==> src/design/tcw_pkg.sv <==
// Package for the text console writer: item kinds, character codes,
// field widths, cursor unit operations and sequencer states.
// Used by every module of the block; it depends on nothing.
package tcw_pkg;

  localparam int unsigned KIND_W   = 2;
  localparam int unsigned CHAR_W   = 8;
  localparam int unsigned ATTR_W   = 8;
  localparam int unsigned CELL_W   = CHAR_W + ATTR_W;
  localparam int unsigned RADDR_W  = 11;
  localparam int unsigned COL_OUT_W = 7;
  localparam int unsigned ROW_OUT_W = 5;
  localparam int unsigned OFF_OUT_W = 11;

  localparam logic [CHAR_W-1:0] CHAR_NUL   = 8'h00;
  localparam logic [CHAR_W-1:0] CHAR_TAB   = 8'h09;
  localparam logic [CHAR_W-1:0] CHAR_LF    = 8'h0A;
  localparam logic [CHAR_W-1:0] CHAR_CR    = 8'h0D;
  localparam logic [CHAR_W-1:0] CHAR_BLANK = 8'h20;
  localparam logic [ATTR_W-1:0] RESET_ATTR = 8'h07;

  typedef enum logic [KIND_W-1:0] {
    KIND_PUT   = 2'd0,
    KIND_BACK  = 2'd1,
    KIND_CLEAR = 2'd2,
    KIND_READ  = 2'd3
  } kind_e;

  typedef enum logic [2:0] {
    CUR_HOLD    = 3'd0,
    CUR_ADVANCE = 3'd1,
    CUR_NEWLINE = 3'd2,
    CUR_BACK    = 3'd3,
    CUR_HOME    = 3'd4
  } cur_op_e;

  typedef struct packed {
    logic scroll;
    logic moved;
  } cur_flags_t;

  typedef enum logic [9:0] {
    ST_IDLE   = 10'b00_0000_0001,
    ST_FILL   = 10'b00_0000_0010,
    ST_PUT    = 10'b00_0000_0100,
    ST_SCR_RD = 10'b00_0000_1000,
    ST_SCR_WR = 10'b00_0001_0000,
    ST_BACK   = 10'b00_0010_0000,
    ST_BLANK  = 10'b00_0100_0000,
    ST_RD_ADR = 10'b00_1000_0000,
    ST_RD_DAT = 10'b01_0000_0000,
    ST_FINISH = 10'b10_0000_0000
  } state_e;

endpackage

==> src/design/tcw_cursor_unit.sv <==
// Cursor step unit: advance, new line, step back and home, with wrap and
// scroll detection. Depends on tcw_pkg for operation codes and flags.
module tcw_cursor_unit #(
  parameter int unsigned COLUMNS = 80,
  parameter int unsigned ROWS    = 25,
  parameter int unsigned COL_W   = 7,
  parameter int unsigned ROW_W   = 5,
  parameter int unsigned OFF_W   = 11
) (
  input  tcw_pkg::cur_op_e    op_i,
  input  logic [COL_W-1:0]    col_i,
  input  logic [ROW_W-1:0]    row_i,
  input  logic [OFF_W-1:0]    off_i,
  output logic [COL_W-1:0]    col_o,
  output logic [ROW_W-1:0]    row_o,
  output logic [OFF_W-1:0]    off_o,
  output tcw_pkg::cur_flags_t flags_o
);
  import tcw_pkg::*;

  localparam logic [COL_W-1:0] LAST_COL     = COL_W'(COLUMNS - 1);
  localparam logic [ROW_W-1:0] LAST_ROW     = ROW_W'(ROWS - 1);
  localparam logic [OFF_W-1:0] LAST_ROW_OFF = OFF_W'((ROWS - 1) * COLUMNS);
  localparam logic [OFF_W-1:0] COLS_OFF     = OFF_W'(COLUMNS);

  logic at_last_col;
  logic at_last_row;

  assign at_last_col = (col_i == LAST_COL);
  assign at_last_row = (row_i == LAST_ROW);

  always_comb begin
    col_o   = col_i;
    row_o   = row_i;
    off_o   = off_i;
    flags_o = '0;
    unique case (op_i)
      CUR_ADVANCE: begin
        if (!at_last_col) begin
          col_o = col_i + COL_W'(1);
          off_o = off_i + OFF_W'(1);
        end else if (!at_last_row) begin
          col_o = '0;
          row_o = row_i + ROW_W'(1);
          off_o = off_i + OFF_W'(1);
        end else begin
          col_o          = '0;
          row_o          = LAST_ROW;
          off_o          = LAST_ROW_OFF;
          flags_o.scroll = 1'b1;
        end
      end
      CUR_NEWLINE: begin
        col_o = '0;
        if (!at_last_row) begin
          row_o = row_i + ROW_W'(1);
          off_o = off_i - OFF_W'(col_i) + COLS_OFF;
        end else begin
          row_o          = LAST_ROW;
          off_o          = LAST_ROW_OFF;
          flags_o.scroll = 1'b1;
        end
      end
      CUR_BACK: begin
        if (col_i != '0) begin
          col_o         = col_i - COL_W'(1);
          off_o         = off_i - OFF_W'(1);
          flags_o.moved = 1'b1;
        end else if (row_i != '0) begin
          col_o         = LAST_COL;
          row_o         = row_i - ROW_W'(1);
          off_o         = off_i - OFF_W'(1);
          flags_o.moved = 1'b1;
        end
      end
      CUR_HOME: begin
        col_o = '0;
        row_o = '0;
        off_o = '0;
      end
      CUR_HOLD: begin
        col_o = col_i;
      end
      default: begin
        col_o = col_i;
      end
    endcase
  end

endmodule

==> config.mk <==
export PLATFORM = sky130hd
export DESIGN_NAME = tcw_cursor_unit
export DESIGN_NICKNAME = d
export VERILOG_FILES = /design/src/design/tcw_pkg.sv /design/src/design/tcw_cursor_unit.sv
export SDC_FILE = /design/constraint.sdc
export NUM_CORES = 1
export LEC_CHECK = 0
export BUFFER_PORTS_ARGS = -buffer_cell sky130_fd_sc_hd__buf_2
export CORE_ASPECT_RATIO = 1.1
export CORE_MARGIN = 4
export CORE_UTILIZATION = 30
export DETAILED_ROUTE_END_ITERATION = 8
export PLACE_DENSITY = 0.61
export SETUP_SLACK_MARGIN = 0.02
export SKIP_LAST_GASP = 1
export SLEW_MARGIN = 25
export SYNTH_ARGS = -nofsm -noshare
export SYNTH_HDL_FRONTEND = slang
export SYNTH_SLANG_ARGS = --single-unit
export TNS_END_PERCENT = 1
==> constraint.sdc <==
create_clock -name vclk -period 3.15
set_input_delay 0.315 -clock vclk [all_inputs]
set_output_delay 0.315 -clock vclk [all_outputs]
set_load 0.005 [all_outputs]
* After elaboration in Yosys (flattened, before gate mapping)
Index checks and enable logic that the tools add are counted.
** Cells by class
- Reductions and logical operators :: 3
- Equality and inequality tests :: 6
- Add/sub/neg operators :: 8
- Multiplexer cells :: 21
** Operators by type and width (count)
- 2-to-1 mux 11 bit :: 5
- one-hot mux 11 bit (4 select lines) :: 1
- 2-to-1 mux 7 bit :: 3
- one-hot mux 7 bit (3 select lines) :: 1
- 2-to-1 mux 5 bit :: 4
- one-hot mux 5 bit (4 select lines) :: 1
- adder 11 x 1 -> 11 bit, second input constant :: 1
- adder 11 x 7 -> 11 bit, second input constant :: 1
- subtractor 11 x 1 -> 11 bit, second input constant :: 1
- subtractor 11 x 7 -> 11 bit :: 1
- adder 7 x 1 -> 7 bit, second input constant :: 1
- equality test 7 bit, second input constant :: 1
- nonzero test 7 bit :: 1
- subtractor 7 x 1 -> 7 bit, second input constant :: 1
- equality test 3 x 2 -> 1 bit, second input constant :: 2
- adder 5 x 1 -> 5 bit, second input constant :: 1
- equality test 5 bit, second input constant :: 1
- 2-to-1 mux 1 bit :: 5
- nonzero test 5 bit :: 1
- subtractor 5 x 1 -> 5 bit, second input constant :: 1
- equality test 3 x 1 -> 1 bit, second input constant :: 1
- equality test 3 bit, second input constant :: 1
- one-hot mux 1 bit (2 select lines) :: 1
- OR reduction 2 bit :: 1
** Storage, ports and cells
- Output and inout port bits :: 25
- Bits of input ports :: 26
- Register bits :: 0
- Logic and storage cells :: 38

* Depth between registers and ports, before layout
Gate-level depths: netlist of run 1.
- Depth after elaboration :: 4
- Gate-level depth with buffers :: 12
- Depth with buffers taken out :: 12

* Least setup slack after synthesis of run 1
Ideal clock, no wire load.
- Path type :: input to output
- Start :: input port col_i[3]
- End :: output port off_o[10]
- Data arrival time :: 2184 ps
- Setup slack :: 651 ps
- Required time :: 2835 ps
- Cell stages on the path :: 10
- Path buffers :: 1
- Cell sequence :: buf_2 -> inv_1 -> ha_1 -> ha_1 -> nand3_1 -> o211ai_1 -> a211oi_1 -> xnor2_1 -> a21oi_1 -> a2111o_1
** Between the ends
- Word-level cells in the longest chain between the ends :: 4
- Elaborated cells between the ends (all ways) :: 8
- Classes of those cells :: 2 x add/sub; 1 x eq/ne; 4 x mux; 1 x reduce/logical
** RTL lines
- from (decl) :: RTL line tcw_cursor_unit.sv:11 : input logic [COL_W-1:0] col_i,
- subtractor 11 x 7 -> 11 bit :: RTL line tcw_cursor_unit.sv:57 : off_o = off_i - OFF_W'(col_i) + COLS_OFF;
- adder 11 x 7 -> 11 bit :: RTL line tcw_cursor_unit.sv:57
- 2-to-1 mux 11 bit :: RTL line tcw_cursor_unit.sv:55 : if (!at_last_row) begin
- one-hot mux 11 bit (4 select lines) (*) :: RTL line tcw_cursor_unit.sv:37 : unique case (op_i)
- to (decl) :: RTL line tcw_cursor_unit.sv:16 : output logic [OFF_W-1:0] off_o,
Every way passes the cells marked *; elsewhere a longest branch is shown, timed or not.

* Worst setup path in the final report of run 1
- Start :: input port col_i[1]
- End :: output port off_o[9]
Same word-level chain as after synthesis.

==> results of run 1 <==
-- per-stage QoR --
stage | worst slack (ps) | std cells | hold slack, ps
final | 231 | 431 | 943
after global routing | 6.67 | 431 | 979
after CTS | 223 | 431 | 946
after detailed placement | 235 | 431 | 946
after global placement | 281 | 431 | 939
after floorplan | 651 | 307 | 698
-- report_power, final --
group / total [uW] / switching, uW / internal [uW]
combinational: 352 / 202 / 149
clock: 0 / 0 / 0
sequential: 0 / 0 / 0
-- cell usage in the layout, fill, tap and decap left out, types with 7 or more instances in the layout --
master / Yosys / final
nand3_1: 13 / 13
nand2_1: 33 / 33
ha_1: 27 / 27
buf_2: 7 / 51
a31oi_1: 7 / 7
o21ai_0: 22 / 22
xnor2_1: 9 / 8
xor2_1: 8 / 8
nor2_1: 21 / 21
nor3_1: 16 / 16
a21oi_1: 19 / 19
buf_4: 3 / 7
inv_1: 29 / 29
-- cells by family (layout without fill, tap and decap cells) --
family	after synthesis	count (layout)
adders and majority gates	28	28
buffers and inverters	45	87
muxes	1	1
and+or+nand+nor	120	120
xor gates and xnor gates	17	17
AOI/OAI and AO/OA	96	96
-- routing by layer --
layer  track usage  wire [um]  vias to the layer above
li1              -          -                     1219
met1         0.227       3000                     1107
met2         0.291       3280                       93
met3       0.00614        480                        6
met4        0.0247         59                        0
met5             0          0                        -
-- final timing paths --
| path | to | startpoint | slack [ps] | depth (start not counted) |
|---|---|---|---|---|
| setup / recovery | off_o[9] | col_i[1] | 230 | 13 |
| hold / removal | row_o[0] | row_i[0] | 940 | 4 |
-- final cells by class --
class / count / area, um2 / area share
inverter: 29 / 109 / 0.0463
multi-input combinational: 262 / 1830 / 0.779
tap: 82 / 103 / 0.0436
timing repair buffer: 58 / 308 / 0.131
==> results_dict.tcl, run 1 <==
set metrics [dict create \
    status "finished clean" \
    core_um2 6560 \
    required_ps 2830 \
    path_cells "buf_2 > inv_1 > ha_1 > ha_1 > inv_1 > fa_1 > nand2b_1 > a21oi_1 > o22ai_1 > xnor2_1 > a222oi_1 > nor3_1 > buf_2" \
    synth_compound_area_frac 0.327 \
    finalCritPeriodShare 0.927 \
    finalMaxSlewViolations 0 \
    overflow 0 \
    syn-num-nets 361 \
    yosys.area.top_type "ha_1" \
    slew_headroom 0.519 \
    portBuffers 51 \
    via_per_inst 5.63 \
    p_per_area_nw_per_um2 149 \
    cp_top_family "adder cells" \
    synthMuxAreaShare 0.00496 \
    ys_top_cells_by_area "ha_1 (17%), nand2_1 (6.1%), o21ai_0 (5.5%)" \
    cp-end-kind "output pin" \
    place.gp.congestion 0.880 \
    crit_buf_inv 4 \
    finalCoreUtilization 0.359 \
    placed_area_um2 2340 \
    seq_area_frac_synth 0 \
    crit_type "in -> out" \
    clock_buffers 0 \
    synthTopCellsByCount "nand2_1 (33), inv_1 (29), ha_1 (27)" \
    first_global_vias 2274 \
    die_x_um 86.2 \
    synth_cell_types 58 \
    tightest_slew_ps 722 \
    startpoint_type "input port" \
    wire_per_inst_um 15.8 \
    postCtsSetupRepairBufs 0 \
    fin_crit_ps 2920 \
    wl_um 6820 \
    nFlopsAndLatches 0 \
    ys_warn_count 0 \
    drc 0 \
    rsz0062_at_grt "true" \
    max_stage_delay_ps 390 \
    n_fill_cell 735 \
    worst_path_max_delay_cell "fa_1" \
    synth-xor-area-share 0.0738 \
    post_cts_resized 0 \
    hp-class "in -> out" \
    regArea_um2 0 \
    crit_fanout 4 \
    antenna_found_initial 0 \
    final-setup-viol-count 0 \
    die_h_um 94.0 \
    antenna_left 0 \
    ios 51 \
    grt_pass1_wl_um 11100 \
    synthSimpleGateAreaFrac 0.319 \
    grt_max_degree 15 \
    grt_util_all_layers 0.165 \
    drv_cap 0 \
    synthToLayoutAreaGrowth_pct 16.6 \
    finalSetupTns_ps 0 \
    final_area_um2 2350 \
    yosysTopAreaCellShare 0.167 \
    worstPathArrival_ps 2600 \
    vias 2425 \
    num_rows 31 \
    yosys.cell_count.top_type "nand2_1" \
    leakagePower_uw 0.00109 \
    dieArea_um2 8100 \
    total_power_uw 352 \
    synth_adder_area_share 0.177 \
    ir_worst_vdd_uv 74.9 \
    finalHoldViolCount 0 \
    dp_hpwl_um 5630 \
    start_util 0.308 \
    drive_gt1_frac 0.201 \
    hold_buffers 0 \
    avgSynthCellArea_um2 6.57 \
    nets 405 \
    drtIter0Drc 179 \
    n_antenna_cell 0 \
    synth_area_um2 2020 \
    syn_inst 307 \
    fmax_mhz 343 \
    synth_top_family_by_area "compound AO/OA/AOI/OAI gates" \
    first_pass_iters 5 \
]
No activity file was read; power rests on OpenSTA's default activity.
==> run 2, diff against run 1 <==
- CORE_ASPECT_RATIO: 1.1 -> default
==> results_dict.tcl, run 2 (same netlist as run 1, synthesis figures left out) <==
set metrics [dict create \
    placed_cells 427 \
    cp_top_family "compound AO/OA/AOI/OAI gates" \
    rsz0062_at_grt "false" \
    final-setup-viol-count 0 \
    drtIter0Drc 175 \
    worstPathArrival_ps 2650 \
    status "finished clean" \
    core_um2 6420 \
    mostFrequentLayoutCells "buf_2 (51), nand2_1 (33), inv_1 (29)" \
    crit_buf_inv 3 \
    finalHoldViolCount 0 \
    leakagePower_uw 0.00109 \
    postCtsSetupRepairBufs 0 \
    cp-end-kind "output pin" \
    finalCoreUtilization 0.365 \
    required_ps 2830 \
    regArea_um2 0 \
    tightest_slew_ps 685 \
    n_antenna_cell 0 \
    crit_type "in -> out" \
    p_per_area_nw_per_um2 152 \
    crit_fanout 5 \
    power_switching_uw 206 \
    path_depth 11 \
    hold_buffers 0 \
    die_x_um 90.0 \
    fmax_mhz 337 \
    die_h_um 90.0 \
    p_sw_frac 0.579 \
    ir_worst_vdd_uv 43.9 \
    finalMaxSlewViolations 0 \
    grt_util_all_layers 0.160 \
    wire_per_inst_um 16.2 \
    post-place-ws_ps 156 \
    portBuffers 51 \
    dp_hpwl_um 5680 \
    path_cells "buf_2 > inv_1 > ha_1 > ha_1 > a21oi_1 > o211ai_1 > a211oi_1 > xnor2_1 > a21oi_1 > a2111o_1 > buf_2" \
    startpoint_type "input port" \
    drive_gt1_frac 0.200 \
    layout.cells.non_filler 427 \
    first_pass_iters 4 \
    grt_pass1_wl_um 11300 \
    wl_um 6900 \
    crit_start "col_i[2]" \
    overflow 0 \
    p_comb_frac 1.000 \
    start_util 0.314 \
    clkPwrFrac 0 \
    grt_max_degree 15 \
    dieArea_um2 8100 \
    finalCritPeriodShare 0.941 \
    n_fill_cell 718 \
    worst_path_max_delay_cell "a2111o_1" \
    final_common_cell "buf_2" \
    post_cts_resized 0 \
    ios 51 \
    num_rows 29 \
    antenna_left 0 \
    drc 0 \
    slew_headroom 0.539 \
    place.gp.congestion 0.905 \
    vias 2452 \
    via_per_inst 5.74 \
    p_seq_frac 0 \
    fin_ws_ps 185 \
    final_area_um2 2340 \
    crit_path_end "off_o[10]" \
    p_int_uw 150 \
    drv_cap 0 \
    clock_buffers 0 \
    nFlopsAndLatches 0 \
    finalSetupTns_ps 0 \
    hp-class "in -> out" \
    synthToLayoutAreaGrowth_pct 16.3 \
    fin_crit_ps 2960 \
    multi_input_area_um2 1820 \
    first_global_vias 2369 \
    nets 406 \
    antenna_found_initial 0 \
    placed_area_um2 2340 \
    max_stage_delay_ps 350 \
]
run 2: cell count changes in the layout (fill, tap and decap cells not counted), sizes merged:
cell  change
buf       +1
run 2: through the flow:
step | hold slack [ps] | power [uW]
floorplan | 698 | 232
global placement | 941 | 347
detailed placement | 948 | 351
CTS | 949 | 353
global route | 997 | 396
finish | 956 | 355
run 2: final cells by class:
cell class	count	area share
Multi-Input combinational cell	262	0.778
Timing Repair Buffer	59	0.134
Inverter	29	0.0464
Tap cell	77	0.0411
run 2: metal layers:
layer / GRT usage / part of all wire
met1: 0.209 / 0.44
met2: 0.284 / 0.48
met3: 0.0192 / 0.062
met4: 0.0319 / 0.015
met5: 0 / 0
run 2: power by group through the flow:
stage / logic (uW) / registers (uW) / clock network (uW)
3_5_place_dp: 351 / 0 / 0
3_3_place_gp: 347 / 0 / 0
6_report: 355 / 0 / 0
2_1_floorplan: 232 / 0 / 0
5_1_grt: 396 / 0 / 0
4_1_cts: 353 / 0 / 0
run 2: worst min path at each step:
| stage | startpoint | end | slack, ps | depth (start not counted) |
|---|---|---|---|---|
| 4_1_cts | row_i[1] | row_o[1] | 950 | 4 |
| 2_1_floorplan | col_i[0] | col_o[0] | 700 | 1 |
| 6_report | row_i[1] | row_o[1] | 960 | 4 |
| 3_5_place_dp | row_i[1] | row_o[1] | 950 | 4 |
| 5_1_grt | row_i[1] | row_o[1] | 1000 | 4 |
| 3_3_place_gp | row_i[0] | row_o[0] | 940 | 4 |
==> run 3, diff against run 2 <==
- CORE_ASPECT_RATIO: default -> 0.9
==> results_dict.tcl, run 3 (same netlist as run 1, synthesis figures left out) <==
set metrics [dict create \
    wire_per_inst_um 15.4 \
    regArea_um2 0 \
    mostFrequentLayoutCells "buf_2 (51), nand2_1 (33), inv_1 (29)" \
    finalSetupTns_ps 0 \
    grt_pass1_wl_um 11200 \
    n_antenna_cell 0 \
    status "finished clean" \
    synthToLayoutAreaGrowth_pct 17.4 \
    nFlopsAndLatches 0 \
    post-place-ws_ps 240 \
    slew_headroom 0.543 \
    p_per_area_nw_per_um2 150 \
    worstPathArrival_ps 2610 \
    leakagePower_uw 0.00110 \
    drtIter0Drc 162 \
    clock_buffers 0 \
    tightest_slew_ps 686 \
    worst_path_max_delay_cell "a2111o_1" \
    finalHoldViolCount 0 \
    post_cts_resized 0 \
    wl_um 6800 \
    via_per_inst 5.55 \
    crit_fanout 5 \
    grt_util_all_layers 0.165 \
    antenna_left 0 \
    rsz0062_at_grt "false" \
    p_comb_frac 1.000 \
    postCtsSetupRepairBufs 0 \
    hold_path_end "row_o[1]" \
    hold_buffers 0 \
    portBuffers 51 \
    fmax_mhz 342 \
    die_x_um 94.4 \
    required_ps 2830 \
    vias 2446 \
    dp_hpwl_um 5610 \
    crit_type "in -> out" \
    ios 51 \
    fin_ws_ps 226 \
    p_int_uw 151 \
    final-setup-viol-count 0 \
    drc 0 \
    first_pass_iters 4 \
    min_from "row_i[1]" \
    start_util 0.308 \
    place.gp.congestion 0.923 \
    first_global_vias 2305 \
    cp-end-kind "output pin" \
    hold_depth 4 \
    hp-class "in -> out" \
    startpoint_type "input port" \
    placed_area_um2 2360 \
    drive_gt1_frac 0.202 \
    core_um2 6550 \
    nets 407 \
    final_area_um2 2370 \
    clkPwrFrac 0 \
    finalMaxSlewViolations 0 \
    num_rows 28 \
    p_seq_frac 0 \
    p_sw_frac 0.575 \
    final_common_cell "buf_2" \
    power_switching_uw 204 \
    die_h_um 85.8 \
    max_stage_delay_ps 360 \
    antenna_found_initial 0 \
    fin_crit_ps 2920 \
    ir_worst_vdd_uv 78.8 \
    drv_cap 0 \
    overflow 0 \
    finalCritPeriodShare 0.928 \
    path_cells "buf_2 > inv_1 > ha_1 > ha_1 > a21oi_1 > o211ai_1 > a211oi_1 > xnor2_1 > a21oi_1 > a2111o_1 > buf_2" \
    dieArea_um2 8100 \
    grt_max_degree 15 \
]
## run 3: changes by cell type in the layout (fill, tap and decap cells not counted), sizes merged
cell  previous run  this run
buf             59        60
## run 3: critical path, delay by kind of cell
| kind | cells | cell delay (ps) |
|---|---|---|
| AO/OA/AOI/OAI | 5 | 1150 |
| adder cells (fa/ha/maj) | 2 | 620 |
| buffers and inverters | 3 | 370 |
| XOR/XNOR | 1 | 150 |
## run 3: area by class of cell
type | count | area [um2]
Multi-Input combinational cell | 262 | 1820
Timing Repair Buffer | 60 | 323
Fill cell | 754 | 4180
Tap cell | 90 | 113
Inverter | 29 | 109
## run 3: per-layer routing
layer,vias up,wire length (um),GRT usage
met5,-,0,0
met4,0,33,0.0157
met3,4,475,0.0114
met2,101,2880,0.254
met1,1123,3410,0.257
li1,1218,-,-
## run 3: worst max-delay path by stage
stage,from,endpoint,cells after the start
after global routing,col_i[1],off_o[9],13
after global placement,col_i[1],off_o[9],13
after floorplan,col_i[3],off_o[10],10
after CTS,col_i[1],off_o[9],13
after detailed placement,col_i[1],off_o[9],13
final,col_i[2],off_o[10],11
## run 3: power groups by stage
stage	registers, uW	clock network (uW)	logic, uW
2_1_floorplan	0	0	232
3_3_place_gp	0	0	346
3_5_place_dp	0	0	350
4_1_cts	0	0	352
5_1_grt	0	0	396
6_report	0	0	354
## run 3: stage by stage
stage,hold WS (ps),std cells,total power (uW),utilization
global route,981,441,396,0.362
finish,945,441,354,0.362
detailed placement,943,441,350,0.361
global placement,947,441,346,0.361
floorplan,698,307,232,-
CTS,945,441,352,0.361
